File: config.mk
export PLATFORM = sky130hd
export DESIGN_NAME = ibmh_ctrl
export DESIGN_NICKNAME = d
export VERILOG_FILES = /design/src/ibmh_pkg.sv /design/src/ibmh_ctrl.sv
export SDC_FILE = /design/constraint.sdc
export NUM_CORES = 1
export LEC_CHECK = 0
export BUFFER_PORTS_ARGS = -buffer_cell sky130_fd_sc_hd__buf_2
export CAP_MARGIN = 15
export CORE_MARGIN = 5
export CORE_UTILIZATION = 50
export CTS_CLUSTER_DIAMETER = 200
export DETAILED_ROUTE_END_ITERATION = 10
export HOLD_SLACK_MARGIN = 0.08
export PLACE_DENSITY = 0.78
export SYNTH_ARGS = -nofsm -noshare
export SYNTH_HDL_FRONTEND = slang
export SYNTH_SLANG_ARGS = --single-unit
File: constraint.sdc
create_clock -name clk -period 4.7 [get_ports clk]
set_input_delay 0.705 -clock clk [delete_from_list [all_inputs] [get_ports clk]]
set_output_delay 0.705 -clock clk [all_outputs]
set_load 0.02 [all_outputs]
File: src/ibmh_pkg.sv
// ----------------------------------------------------------------------------
// Indexed min-heap package
// Request and response types, operation and status codes, and the command
// and status groups exchanged between the controller and the datapath.
// ----------------------------------------------------------------------------
package ibmh_pkg;

	typedef struct packed {
		logic [1:0]  opcode;
		logic [7:0]  node_id;
		logic [31:0] node_key;
	} req_t;

	typedef struct packed {
		logic [7:0]  out_id;
		logic [31:0] out_key;
		logic [2:0]  status;
		logic [8:0]  entry_count;
	} rsp_t;

	localparam logic [1:0] OP_INSERT  = 2'd0;
	localparam logic [1:0] OP_EXTRACT = 2'd1;
	localparam logic [1:0] OP_REMOVE  = 2'd2;

	localparam logic [2:0] ST_OK     = 3'd0;
	localparam logic [2:0] ST_EMPTY  = 3'd1;
	localparam logic [2:0] ST_FULL   = 3'd2;
	localparam logic [2:0] ST_ABSENT = 3'd3;
	localparam logic [2:0] ST_DUP    = 3'd4;

	localparam logic [3:0] CMD_NOP     = 4'd0;
	localparam logic [3:0] CMD_LOAD    = 4'd1;
	localparam logic [3:0] CMD_LOOK    = 4'd2;
	localparam logic [3:0] CMD_INS     = 4'd3;
	localparam logic [3:0] CMD_EXT     = 4'd4;
	localparam logic [3:0] CMD_REM     = 4'd5;
	localparam logic [3:0] CMD_REM_LD  = 4'd6;
	localparam logic [3:0] CMD_UP_REQ  = 4'd7;
	localparam logic [3:0] CMD_UP_MOVE = 4'd8;
	localparam logic [3:0] CMD_DN_REQ  = 4'd9;
	localparam logic [3:0] CMD_DN_L    = 4'd10;
	localparam logic [3:0] CMD_DN_R    = 4'd11;
	localparam logic [3:0] CMD_DN_MOVE = 4'd12;
	localparam logic [3:0] CMD_PLACE   = 4'd13;
	localparam logic [3:0] CMD_FIN     = 4'd14;

	typedef struct packed {
		logic [3:0] code;
		logic [2:0] status;
	} dp_cmd_t;

	typedef struct packed {
		logic [1:0] op;
		logic       id_ok;
		logic       present;
		logic       full;
		logic       empty;
		logic       last_zero;
		logic       slot_lt_last;
		logic       slot_zero;
		logic       moved;
		logic       cur_lt_rd;
		logic       left_lt_fill;
		logic       right_lt_fill;
		logic       best_lt_cur;
	} dp_sts_t;

endpackage

File: src/ibmh_ctrl.sv
// ----------------------------------------------------------------------------
// Indexed min-heap controller
// Sequences lookup, error checks, sift-up, sift-down and the response.
// ----------------------------------------------------------------------------
module ibmh_ctrl (
	input  logic               clk,
	input  logic               arst_n,
	input  logic               in_valid,
	output logic               in_stall,
	output logic               out_valid,
	input  logic               out_stall,
	input  ibmh_pkg::dp_sts_t  sts,
	output ibmh_pkg::dp_cmd_t  cmd
);
	import ibmh_pkg::*;

	localparam logic [3:0] S_IDLE  = 4'd0;
	localparam logic [3:0] S_LOOK  = 4'd1;
	localparam logic [3:0] S_CHK   = 4'd2;
	localparam logic [3:0] S_REMRD = 4'd3;
	localparam logic [3:0] S_UPREQ = 4'd4;
	localparam logic [3:0] S_UPCMP = 4'd5;
	localparam logic [3:0] S_DNREQ = 4'd6;
	localparam logic [3:0] S_DNL   = 4'd7;
	localparam logic [3:0] S_DNR   = 4'd8;
	localparam logic [3:0] S_DNCMP = 4'd9;
	localparam logic [3:0] S_PLACE = 4'd10;
	localparam logic [3:0] S_FIN   = 4'd11;

	logic [3:0] state_q;
	logic [3:0] state_d;
	logic [2:0] sts_q;
	logic [2:0] sts_d;
	logic       out_valid_q;
	logic       out_load;
	logic       down_next;

	// A remove whose sift-up moved nothing continues with a sift-down.
	assign down_next = (sts.op == OP_REMOVE) && !sts.moved;

	always_comb begin
		state_d    = state_q;
		sts_d      = sts_q;
		cmd.code   = CMD_NOP;
		cmd.status = sts_q;
		out_load   = 1'b0;
		case (state_q)
			S_IDLE: begin
				if (in_valid) begin
					cmd.code = CMD_LOAD;
					sts_d    = ST_OK;
					state_d  = S_LOOK;
				end
			end
			S_LOOK: begin
				cmd.code = CMD_LOOK;
				state_d  = S_CHK;
			end
			S_CHK: begin
				state_d = S_FIN;
				case (sts.op)
					OP_INSERT: begin
						if (!sts.id_ok) begin
							sts_d = ST_ABSENT;
						end else if (sts.present) begin
							sts_d = ST_DUP;
						end else if (sts.full) begin
							sts_d = ST_FULL;
						end else begin
							cmd.code = CMD_INS;
							state_d  = S_UPREQ;
						end
					end
					OP_EXTRACT: begin
						if (sts.empty) begin
							sts_d = ST_EMPTY;
						end else begin
							cmd.code = CMD_EXT;
							state_d  = sts.last_zero ? S_FIN : S_DNREQ;
						end
					end
					OP_REMOVE: begin
						if (sts.present) begin
							cmd.code = CMD_REM;
							state_d  = sts.slot_lt_last ? S_REMRD : S_FIN;
						end else begin
							sts_d = ST_ABSENT;
						end
					end
					default: sts_d = ST_OK;
				endcase
			end
			S_REMRD: begin
				cmd.code = CMD_REM_LD;
				state_d  = S_UPREQ;
			end
			S_UPREQ: begin
				if (sts.slot_zero) begin
					state_d = down_next ? S_DNREQ : S_PLACE;
				end else begin
					cmd.code = CMD_UP_REQ;
					state_d  = S_UPCMP;
				end
			end
			S_UPCMP: begin
				if (sts.cur_lt_rd) begin
					cmd.code = CMD_UP_MOVE;
					state_d  = S_UPREQ;
				end else begin
					state_d = down_next ? S_DNREQ : S_PLACE;
				end
			end
			S_DNREQ: begin
				if (sts.left_lt_fill) begin
					cmd.code = CMD_DN_REQ;
					state_d  = S_DNL;
				end else begin
					state_d = S_PLACE;
				end
			end
			S_DNL: begin
				cmd.code = CMD_DN_L;
				state_d  = sts.right_lt_fill ? S_DNR : S_DNCMP;
			end
			S_DNR: begin
				cmd.code = CMD_DN_R;
				state_d  = S_DNCMP;
			end
			S_DNCMP: begin
				if (sts.best_lt_cur) begin
					cmd.code = CMD_DN_MOVE;
					state_d  = S_DNREQ;
				end else begin
					state_d = S_PLACE;
				end
			end
			S_PLACE: begin
				cmd.code = CMD_PLACE;
				state_d  = S_FIN;
			end
			S_FIN: begin
				if (!out_valid_q || !out_stall) begin
					cmd.code = CMD_FIN;
					out_load = 1'b1;
					state_d  = S_IDLE;
				end
			end
			default: state_d = S_IDLE;
		endcase
	end

	always_ff @(posedge clk or negedge arst_n) begin
		if (!arst_n) begin
			state_q     <= S_IDLE;
			sts_q       <= ST_OK;
			out_valid_q <= 1'b0;
		end else begin
			state_q <= state_d;
			sts_q   <= sts_d;
			if (out_load) begin
				out_valid_q <= 1'b1;
			end else if (!out_stall) begin
				out_valid_q <= 1'b0;
			end
		end
	end

	assign in_stall  = state_q != S_IDLE;
	assign out_valid = out_valid_q;

endmodule

**After elaboration in Yosys (flattened, before gate mapping)**

Cells that the tools add are included.

- Equal/unequal tests: 19
- Reduce and logical (&&, ||, !) cells: 11
- Mux-type cells: 42

Operators with widths:

| cell | count |
|---|---|
| 4-bit one-hot mux with 12 select lines | 2 |
| 4-bit 2-to-1 mux | 18 |
| 3-bit 2-to-1 mux | 9 |
| 3-bit one-hot mux with 3 select lines | 2 |
| 4-bit by 3-bit == test with 1-bit output, second input constant | 4 |
| 4-bit == test, second input constant | 4 |
| 4-bit one-hot mux with 3 select lines | 1 |
| 4-bit by 2-bit == test with 1-bit output, second input constant | 2 |
| 1-bit 2-to-1 mux | 6 |
| 2-bit 2-to-1 mux | 3 |
| 3-bit inequality test, second input constant | 2 |
| 3-bit one-hot mux with 2 select lines | 1 |
| 5-bit inequality test, second input constant | 1 |
| 5-bit AND reduction | 1 |
| 4-bit by 1-bit == test with 1-bit output, second input constant | 1 |
| 4-bit zero test | 1 |
| 2-bit inequality test, second input constant | 2 |
| 4-bit nonzero test | 1 |
| 1-bit zero test | 3 |
| 2-bit by 1-bit == test with 1-bit output, second input constant | 1 |
| 2-bit == test, second input constant | 1 |
| 2-bit zero test | 1 |
| 2-bit by 1-bit inequality test with 1-bit output, second input constant | 1 |
| 2-bit AND reduction | 1 |
| other kinds (3) | 3 |

- Output and inout bits: 9
- Register bits: 8
- Input bits: 18
- Logic and storage cells: 75

**Longest topological paths before layout**

Gate-level depths: netlist of run 1.

- Word-level depth: 5
- Mapped depth: 6
- Depth with buffers taken out: 6

**Worst setup path after synthesis of run 1**

OpenSTA, ideal clock, no wires.

- Path kind: flip-flop to output port
- Start point: reg state_q[0]
- End point: out cmd[4] (netlist name)
- Cell stages (with the launch flop): 5
- Arrival: 1.748 ns
- Data required time: 3.995 ns
- Buffers on the path: 1
- Path slack: 2.247 ns
- Cell sequence: dfrtp_1 > or4b_1 > buf_2 > or2_2 > o22ai_1

RTL lines:

| element | line | source |
|---|---|---|
| start: declaration | ibmh_ctrl.sv:30 | `logic [3:0] state_q;` |
| start signal: assignment | ibmh_ctrl.sv:158 | `state_q <= state_d;` |
| end: declaration | ibmh_ctrl.sv:13 | `output ibmh_pkg::dp_cmd_t cmd` |

==> results of run 1 <==
## metrics by stage
| step | instance area, µm² | cells | power [mW] | hold WS, ns |
|---|---|---|---|---|
| final | 1050 | 171 | 0.578 | 0.281 |
| after global routing | 1050 | 171 | 0.629 | 0.277 |
| after CTS | 1050 | 171 | 0.578 | 0.283 |
| after detailed placement | 1020 | 168 | 0.525 | 0.503 |
| after global placement | 1020 | 168 | 0.521 | 0.495 |
| after floorplan | 890 | 124 | 0.428 | 0.409 |
## synth_stat cells, types with 2 or more instances
cell type	number	area, µm²
a221oi_1	2	17.5
inv_1	8	30.0
clkbuf_1	5	18.8
nor3_1	2	10.0
o21ai_0	8	40.0
o21ai_1	2	10.0
dfrtp_1	8	200
nor2_1	16	60.1
nand2b_1	3	18.8
inv_2	2	7.51
mux2_4	2	30.0
and2_1	2	12.5
a31oi_1	3	18.8
ha_1	5	62.6
or3_1	2	12.5
o22ai_1	3	18.8
nor2b_1	4	25.0
a21oi_1	13	65.1
nand2_1	12	45.0
## worst max-delay path by stage
stage | startpoint | to | slack, ns | cells after the start
after floorplan | state_q[0] | cmd[4] | 2.25 | 4
after global placement | state_q[1] | cmd[3] | 1.93 | 5
after detailed placement | state_q[1] | cmd[3] | 1.91 | 5
after CTS | state_q[1] | cmd[3] | 1.62 | 5
after global routing | state_q[1] | cmd[3] | 1.50 | 5
final | state_q[1] | cmd[3] | 1.61 | 5
## sequential cells by signal (all words and copies together) (netlist names)
signal / cells
sts_q: 3
state_q: 4
out_valid: 1
## power groups by stage
stage          clock network (mW)  logic [mW]  registers (mW)
4_1_cts                    0.0521       0.369           0.158
2_1_floorplan                   0       0.303           0.124
6_report                   0.0511       0.367           0.160
3_5_place_dp                    0       0.366           0.159
3_3_place_gp                    0       0.363           0.158
5_1_grt                    0.0586       0.404           0.166
## routing by layer
| metal | track usage | up-vias |
|---|---|---|
| met2 | 0.326 | 43 |
| li1 | - | 489 |
| met1 | 0.233 | 452 |
| met5 | 0 | - |
| met4 | 0.0298 | 0 |
| met3 | 0.0484 | 2 |
## logic make-up after synthesis
group	after synthesis
adders and majority gates	5
and+or+nand+nor	48
buffers and inverters	17
AOI/OAI and AO/OA	42
muxes	4
DFF	8
## final cells by class
type                    instances  share of cell area
clock buffers                   3              0.0215
inverters                      10              0.0359
flip-flops and latches          8               0.191
well taps                      25              0.0299
multi-input cells              99               0.597
repair buffers                 26               0.124
==> reports/qor.yml, run 1 <==
status:
  status: "completed"
job:
  cap_violations: 0
worst_setup_path:
  cp.required_ns: 3.99
  cp-start-kind: "register"
  worst-path-buf-inv: 1
  r2r-start: "state_q[1]"
  reg2reg_to: "sts_q[1]"
  worst-r2r-setup-slack_ns: 2.52
  cp-end-kind: "primary output"
  worst-r2r-cell-count: 3
  max_stage_delay_ns: 0.72
  path_class: "register to primary output"
  crit_family: "simple AND/OR/NAND/NOR gates"
  critPathArrivalTime_ns: 2.39
  crit_chain: "or4b_1 -> or2_2 -> a21oi_1 -> a21o_1 -> buf_2"
  crit_path_max_fanout: 21
  slowest_stage: "dfrtp_1"
power_and_ir_drop:
  p_switching_mw: 0.304
  p_int_mw: 0.274
  p_clk_frac: 0.088
  p_leak_nw: 0.493
  swShare: 0.526
  seq_power_share: 0.277
  p_comb_frac: 0.635
  ir_drop_mv: 0.341
  p_per_area_nw_per_um2: 553
floorplanning:
  std_cell_rows: 15
  die-area_um2: 2720
  core_um2: 1710
  die_width_um: 52.2
  die_h_um: 52.2
  start_util: 0.521
  num_io_pins: 27
detailed_routing:
  route.met2.wl_mm: 1.14
  drt_wl_total_mm: 2.31
  drc: 0
  viasPerCell: 5.77
  wl_met1_um: 967
  dr.pass1.iters: 4
  drt_iter0_markers: 48
  routed.top_layer: "met4"
  wl_met3_um: 180
  wl_per_cell_um: 13.5
  ant_nets: 0
  vias: 986
synthesis:
  syn_avg_cell_area_um2: 7.17
  syn_area_um2: 890
  synth-compound-area-share: 0.309
  syn_inst: 124
  ys_seq_elements: 8
  synth_edf_count: 0
  async_flop_share: 1.00
  ys.flop_type: "dfrtp_1"
  yosys.area_share.simple: 0.264
  synth_top_family_by_area: "compound AO/OA/AOI/OAI gates"
  synth_xor_area_frac: 0
  synth.area.mux_share: 0.0577
  ys_seq_area_frac: 0.225
  syn_nets: 147
  synth_warnings: 0
  synth.distinct_cells: 41
  synth_adder_area_share: 0.0703
timing:
  final.min_clock_period_ns: 3.09
  final_hold_viol_count: 0
  setup-violations-final: 0
  relSlewSlack: 0.597
  tns_ns: 0
  worst_slack_ns: 1.61
  fmax_mhz: 323
  max_slew.worst_pin.slew_ns: 0.604
  skew_ns: 0.00290
  rsz0062_at_grt: "false"
  period_share: 0.658
  slew_violations: 0
clock_tree:
  cts_tree: "done"
  h-tree-depth: 1
  clock_sinks: 8
  cts_root_buf: "clkbuf_4"
  path_clk_slew_ns: 0.05
  ctsResizeCount: 0
  insertion_delay_ns: 0.25
  cts_buffers: 3
  clockBufferDepth: 2
  cts_setup_buffers: 0
  cts_hold_buf: 0
grt:
  grt_usage: 0.187
  grt_pass1_vias: 897
  grt_pass1_wl_mm: 3.86
  grt_max_degree: 22
  antenna_found_initial: 0
  overflow: 0
final_layout:
  utilization: 0.612
  n_fill_cell: 166
  multi_input_area_um2: 624
  layout.nets: 171
  ff_latch_area_um2: 200
  final_cell_mix: "buf_2, nor2_1, a21oi_1"
  antennaDiodeCount: 0
  final_common_cell: "buf_2"
  drive_above_1_share: 0.240
  syn_to_final_growth_pct: 17.6
worst_hold_path:
  hold_class: "input pin to asynchronous set/reset pin"
placement:
  place_ws_ns: 1.91
  gp_congestion: 0.904
  dp_hpwl_mm: 1.94
  port_buffers: 26
No activity file was read; power rests on OpenSTA's default activity.
==> run 2, diff against run 1 <==
==> constraint.sdc (replaced) <==
create_clock -name clk -period 2.9 [get_ports clk]
set_input_delay 0.435 -clock clk [delete_from_list [all_inputs] [get_ports clk]]
set_output_delay 0.435 -clock clk [all_outputs]
set_load 0.02 [all_outputs]
==> reports/qor.yml, run 2 (synthesized netlist as in run 1, its figures left out) <==
grt:
  grt_pass1_wl_mm: 4.03  # was 3.86 mm
  grt_max_degree: 21  # was 22
  overflow: 0  # unchanged
  grt_usage: 0.202  # was 0.187
  antenna_found_initial: 0  # unchanged
  grt_pass1_vias: 965  # was 897
clock_tree:
  insertion_delay_ns: 0.27  # was 0.25 ns
  cts_buffers: 3  # unchanged
  clock_sinks: 8  # unchanged
  clockBufferDepth: 2  # unchanged
  ctsResizeCount: 0  # unchanged
  h-tree-depth: 1  # unchanged
  cts_setup_buffers: 0  # unchanged
  path_clk_slew_ns: 0.05  # about the same
  cts_root_buf: "clkbuf_4"  # unchanged
  cts_tree: "done"  # unchanged
  cts_hold_buf: 1  # was 0
timing:
  fmax_mhz: 372
  relSlewSlack: 0.760  # was 0.597
  slew_violations: 0  # unchanged
  rsz0062_at_grt: "false"  # unchanged
  skew_ns: 0.00173  # was 0.00290 ns
  period_share: 0.926
  max_slew.worst_pin.slew_ns: 0.360  # was 0.604 ns
  final_hold_viol_count: 0  # unchanged
  tns_ns: 0  # unchanged
  final.min_clock_period_ns: 2.69
  worst_slack_ns: 0.214  # was 1.61 ns
  setup-violations-final: 0  # unchanged
final_layout:
  n_fill_cell: 164  # was 166
  drive_above_1_share: 0.248  # was 0.240
  final_common_cell: "buf_2"  # unchanged
  layout.nets: 174  # was 171
  final_cell_mix: "buf_2, nor2_1, a21oi_1"  # unchanged
  syn_to_final_growth_pct: 20.4  # was 17.6%
  largest_register_ffs: 4  # unchanged
  fin_area_um2: 1070  # was 1050 µm²
  regMostFlops: "state_q"  # unchanged
  antennaDiodeCount: 0  # unchanged
placement:
  place_area_um2: 1040  # was 1020 µm²
  place_ws_ns: 0.506  # was 1.91 ns
  port_buffers: 26  # unchanged
  gp_congestion: 0.890  # was 0.904
  dp_hpwl_mm: 1.97  # was 1.94 mm
detailed_routing:
  viasPerCell: 5.76  # was 5.77
  wl_met1_mm: 1.05  # was 967 µm
  vias: 1002  # was 986
  wl_per_cell_um: 14.1  # was 13.5 µm
  wl_met3_um: 188  # was 180 µm
  dr.pass1.iters: 4  # unchanged
  drt_iter0_markers: 35  # was 48
  route.met2.wl_mm: 1.18  # was 1.14 mm
  routed.top_layer: "met4"  # unchanged
  drt_wl_total_mm: 2.45  # was 2.31 mm
  drc: 0  # unchanged
  ant_nets: 0  # unchanged
worst_setup_path:
  worst-r2r-cell-count: 3  # unchanged
  cp-start-kind: "register"  # unchanged
  r2r-start: "state_q[3]"  # was state_q[1]
  critPathArrivalTime_ns: 2.25  # was 2.39 ns
  worst-r2r-setup-slack_ns: 0.89  # was 2.52 ns
  crit_path_max_fanout: 12  # was 21
  cp.required_ns: 2.47  # was 3.99 ns
  reg2reg_to: "sts_q[0]"  # was sts_q[1]
  path_class: "register to primary output"  # unchanged
  cp-end-kind: "primary output"  # unchanged
power_and_ir_drop:
  swShare: 0.524  # was 0.526
  p_int_mw: 0.464  # was 0.274 mW
  p_clk_frac: 0.092  # was 0.088
  p_switching_mw: 0.510  # was 0.304 mW
  ir_drop_mv: 0.485  # was 0.341 mV
  p_per_area_nw_per_um2: 909  # was 553 nW/µm²
  seq_power_share: 0.208  # was 0.277
  power_mw: 0.973  # was 0.578 mW
  p_comb_frac: 0.700  # was 0.635
  p_leak_nw: 0.507  # was 0.493 nW
worst_hold_path:
  whs_path_depth: 3
  holdCritStartpoint: "out_stall"
  hold_class: "input pin to register"  # was input pin to asynchronous set/reset pin
  hold_end: "out_valid"
status:
  status: "completed"  # unchanged
floorplanning:
  num_io_pins: 27  # unchanged
  die-area_um2: 2720  # unchanged
  die_h_um: 52.2  # unchanged
  start_util: 0.521  # unchanged
  die_width_um: 52.2  # unchanged
  std_cell_rows: 15  # unchanged
  core_um2: 1710  # unchanged
job:
  cap_violations: 0  # unchanged
==> run 2: final cells by class <==
cell class	count	area, µm²	area share
Clock buffer	3	22.5	0.0210
Timing Repair Buffer	29	155	0.145
Inverter	10	37.5	0.0350
Sequential cell	8	200	0.187
Multi-Input combinational cell	99	624	0.583
Tap cell	25	31.3	0.0292
==> run 2: through the flow <==
step           hold WS (ns)  std cells   util
2_1_floorplan         0.139        124      -
3_3_place_gp          0.278        170  0.608
3_5_place_dp          0.285        170  0.608
4_1_cts               0.451        174  0.627
5_1_grt               0.479        174  0.627
6_report              0.455        174  0.627
==> run 2: worst max path at each step <==
stage	from	to	slack (ns)
2_1_floorplan	state_q[0]	cmd[4]	0.72
5_1_grt	state_q[3]	cmd[3]	0.09
3_5_place_dp	state_q[3]	cmd[3]	0.51
4_1_cts	state_q[3]	cmd[3]	0.22
6_report	state_q[3]	cmd[3]	0.21
3_3_place_gp	state_q[3]	cmd[3]	0.55
==> run 2: worst max-delay path, stage by stage, from the launching register on <==
cell and delay (ns):
dfrtp_1 0.49, or4b_1 0.71, or2_2 0.38, a21oi_1 0.15, a21o_1 0.10, buf_2 0.15
==> run 2: per-layer routing <==
metal | global-route usage | vias up
li1 | - | 499
met1 | 0.239 | 457
met2 | 0.349 | 41
met3 | 0.0570 | 5
met4 | 0.0638 | 0
met5 | 0 | -
==> run 2: power by group through the flow <==
stage          clock (mW)  sequential [mW]  combinational, mW
5_1_grt            0.0988            0.211              0.740
6_report           0.0898            0.202              0.681
2_1_floorplan           0            0.202              0.492
4_1_cts            0.0907            0.202              0.679
3_5_place_dp            0            0.203              0.674
3_3_place_gp            0            0.201              0.682
==> run 3, diff against run 2 <==
--- a/config.mk
+++ b/config.mk
@@ -8,11 +8,11 @@
 export BUFFER_PORTS_ARGS = -buffer_cell sky130_fd_sc_hd__buf_2
 export CAP_MARGIN = 15
 export CORE_MARGIN = 5
-export CORE_UTILIZATION = 50
+export CORE_UTILIZATION = 45
 export CTS_CLUSTER_DIAMETER = 200
 export DETAILED_ROUTE_END_ITERATION = 10
 export HOLD_SLACK_MARGIN = 0.08
-export PLACE_DENSITY = 0.78
+export PLACE_DENSITY = 0.71
 export SYNTH_ARGS = -nofsm -noshare
 export SYNTH_HDL_FRONTEND = slang
 export SYNTH_SLANG_ARGS = --single-unit
==> reports/qor.yml, run 3 (synthesized netlist as in run 1, its figures left out) <==
status:
  status: "completed"  # unchanged
placement:
  port_buffers: 26  # unchanged
  dp_hpwl_mm: 1.94  # was 1.97 mm
  gp_congestion: 0.869  # was 0.890
floorplanning:
  start_util: 0.463  # was 0.521
  die_h_um: 54.5  # was 52.2 µm
  die-area_um2: 2970  # was 2720 µm²
  num_io_pins: 27  # unchanged
  std_cell_rows: 16  # was 15
  core_um2: 1920  # was 1710 µm²
  die_width_um: 54.5  # was 52.2 µm
clock_tree:
  cts_setup_buffers: 0  # unchanged
  cts_buffers: 3  # unchanged
  clock_sinks: 8  # unchanged
  cts_tree: "done"  # unchanged
  cts_root_buf: "clkbuf_4"  # unchanged
  h-tree-depth: 1  # unchanged
  path_clk_slew_ns: 0.06  # was 0.05 ns
  ctsResizeCount: 0  # unchanged
  cts_hold_buf: 1  # unchanged
  insertion_delay_ns: 0.26  # was 0.27 ns
  clockBufferDepth: 2  # unchanged
worst_setup_path:
  max_stage_delay_ns: 0.71  # about the same
  slowest_stage: "or4b_1"  # unchanged
  critPathArrivalTime_ns: 2.23  # was 2.25 ns
  cp-end-kind: "primary output"  # unchanged
  cp.required_ns: 2.47  # about the same
  crit_path_max_fanout: 12  # unchanged
  path_class: "register to primary output"  # unchanged
  cp-start-kind: "register"  # unchanged
  crit_chain: "or4b_1 -> or2_2 -> a21oi_1 -> a21o_1 -> buf_2"  # unchanged
detailed_routing:
  drc: 0  # unchanged
  drt_iter0_markers: 47  # was 35
  drt_wl_total_mm: 2.38  # was 2.45 mm
  ant_nets: 0  # unchanged
  vias: 1009  # was 1002
  wl_per_cell_um: 13.5  # was 14.1 µm
  dr.pass1.iters: 4  # unchanged
  viasPerCell: 5.73  # was 5.76
grt:
  grt_usage: 0.177  # was 0.202
  grt_max_degree: 21  # unchanged
  antenna_found_initial: 0  # unchanged
  grt_pass1_vias: 900  # was 965
  overflow: 0  # unchanged
  grt_pass1_wl_mm: 3.83  # was 4.03 mm
timing:
  slew_violations: 0  # unchanged
  tns_ns: 0  # unchanged
  relSlewSlack: 0.765  # was 0.760
  max_slew.worst_pin.slew_ns: 0.353  # was 0.360 ns
  final.min_clock_period_ns: 2.66  # was 2.69 ns
  skew_ns: 0.00956  # was 0.00173 ns
  final_hold_viol_count: 0  # unchanged
  setup-violations-final: 0  # unchanged
  fmax_mhz: 375  # was 372 MHz
  period_share: 0.918  # was 0.926
  rsz0062_at_grt: "false"  # unchanged
worst_hold_path:
  hold_class: "input pin to register"  # unchanged
final_layout:
  regMostFlops: "state_q"  # unchanged
  layout.nets: 174  # unchanged
  drive_above_1_share: 0.248  # unchanged
  largest_register_ffs: 4  # unchanged
  syn_to_final_growth_pct: 20.7  # was 20.4%
  final_common_cell: "buf_2"  # unchanged
  final_cell_mix: "buf_2, nor2_1, a21oi_1"  # unchanged
  n_fill_cell: 201  # was 164
  antennaDiodeCount: 0  # unchanged
power_and_ir_drop:
  power_mw: 0.967  # was 0.973 mW
  p_leak_nw: 0.507  # unchanged
  p_per_area_nw_per_um2: 901  # was 909 nW/µm²
  ir_drop_mv: 0.389  # was 0.485 mV
job:
  cap_violations: 0  # unchanged
run 3: cell counts in the layout (fill, tap and decap cells not counted):
Identical to the previous run, type by type.
run 3: where the power goes:
part	leakage, nW	internal (mW)	switching (mW)
Combinational	0.388	0.261	0.416
Clock	0.0138	0.0475	0.0394
Sequential	0.105	0.155	0.0482
Total	0.507	0.463	0.504
run 3: cell type report:
class	count	area, µm²	area share
clock buffer	3	22.5	0.0210
inverter	10	37.5	0.0350
multi-input combinational	99	624	0.582
sequential	8	200	0.186
tap	27	33.8	0.0315
timing repair buffer	29	155	0.145
run 3: worst max-delay path: cells and delay by family (launching register included):
family                 cells  cell delay [ns]
AOI/OAI and AO/OA          2             0.23
DFF                        1             0.49
buffers and inverters      1             0.15
and+or+nand+nor            2             1.09
run 3: metal layers:
| layer | vias to the layer above | GRT usage | wire (µm) |
|---|---|---|---|
| met1 | 456 | 0.225 | 990 |
| met5 | - | 0 | 0 |
| met4 | 0 | 0.0249 | 6 |
| met3 | 2 | 0.0409 | 212 |
| met2 | 52 | 0.309 | 1170 |
| li1 | 499 | - | - |
run 3: final timing paths:
path                       startpoint         end  slack [ns]  cells after the start
setup / recovery           state_q[3]      cmd[3]        0.24                      5
hold / removal              out_stall   out_valid        0.46                      3
setup reg to reg           state_q[3]    sts_q[1]        0.88                      3
hold reg to reg              sts_q[0]    sts_q[0]        0.51                      1
max in group asynchronous      arst_n  state_q[2]        2.18                      2
min in group asynchronous      arst_n  state_q[1]        0.54                      2
run 3: through the flow:
step                      instances   util  instance area (µm²)  setup WS [ns]  hold slack [ns]
after floorplan                 124      -                  890          0.717            0.139
after global placement          172  0.542                 1040          0.556            0.283
after detailed placement        172  0.542                 1040          0.529            0.286
after CTS                       176  0.559                 1070          0.233            0.453
after global routing            176  0.559                 1070          0.122            0.484
final                           176  0.559                 1070          0.237            0.458
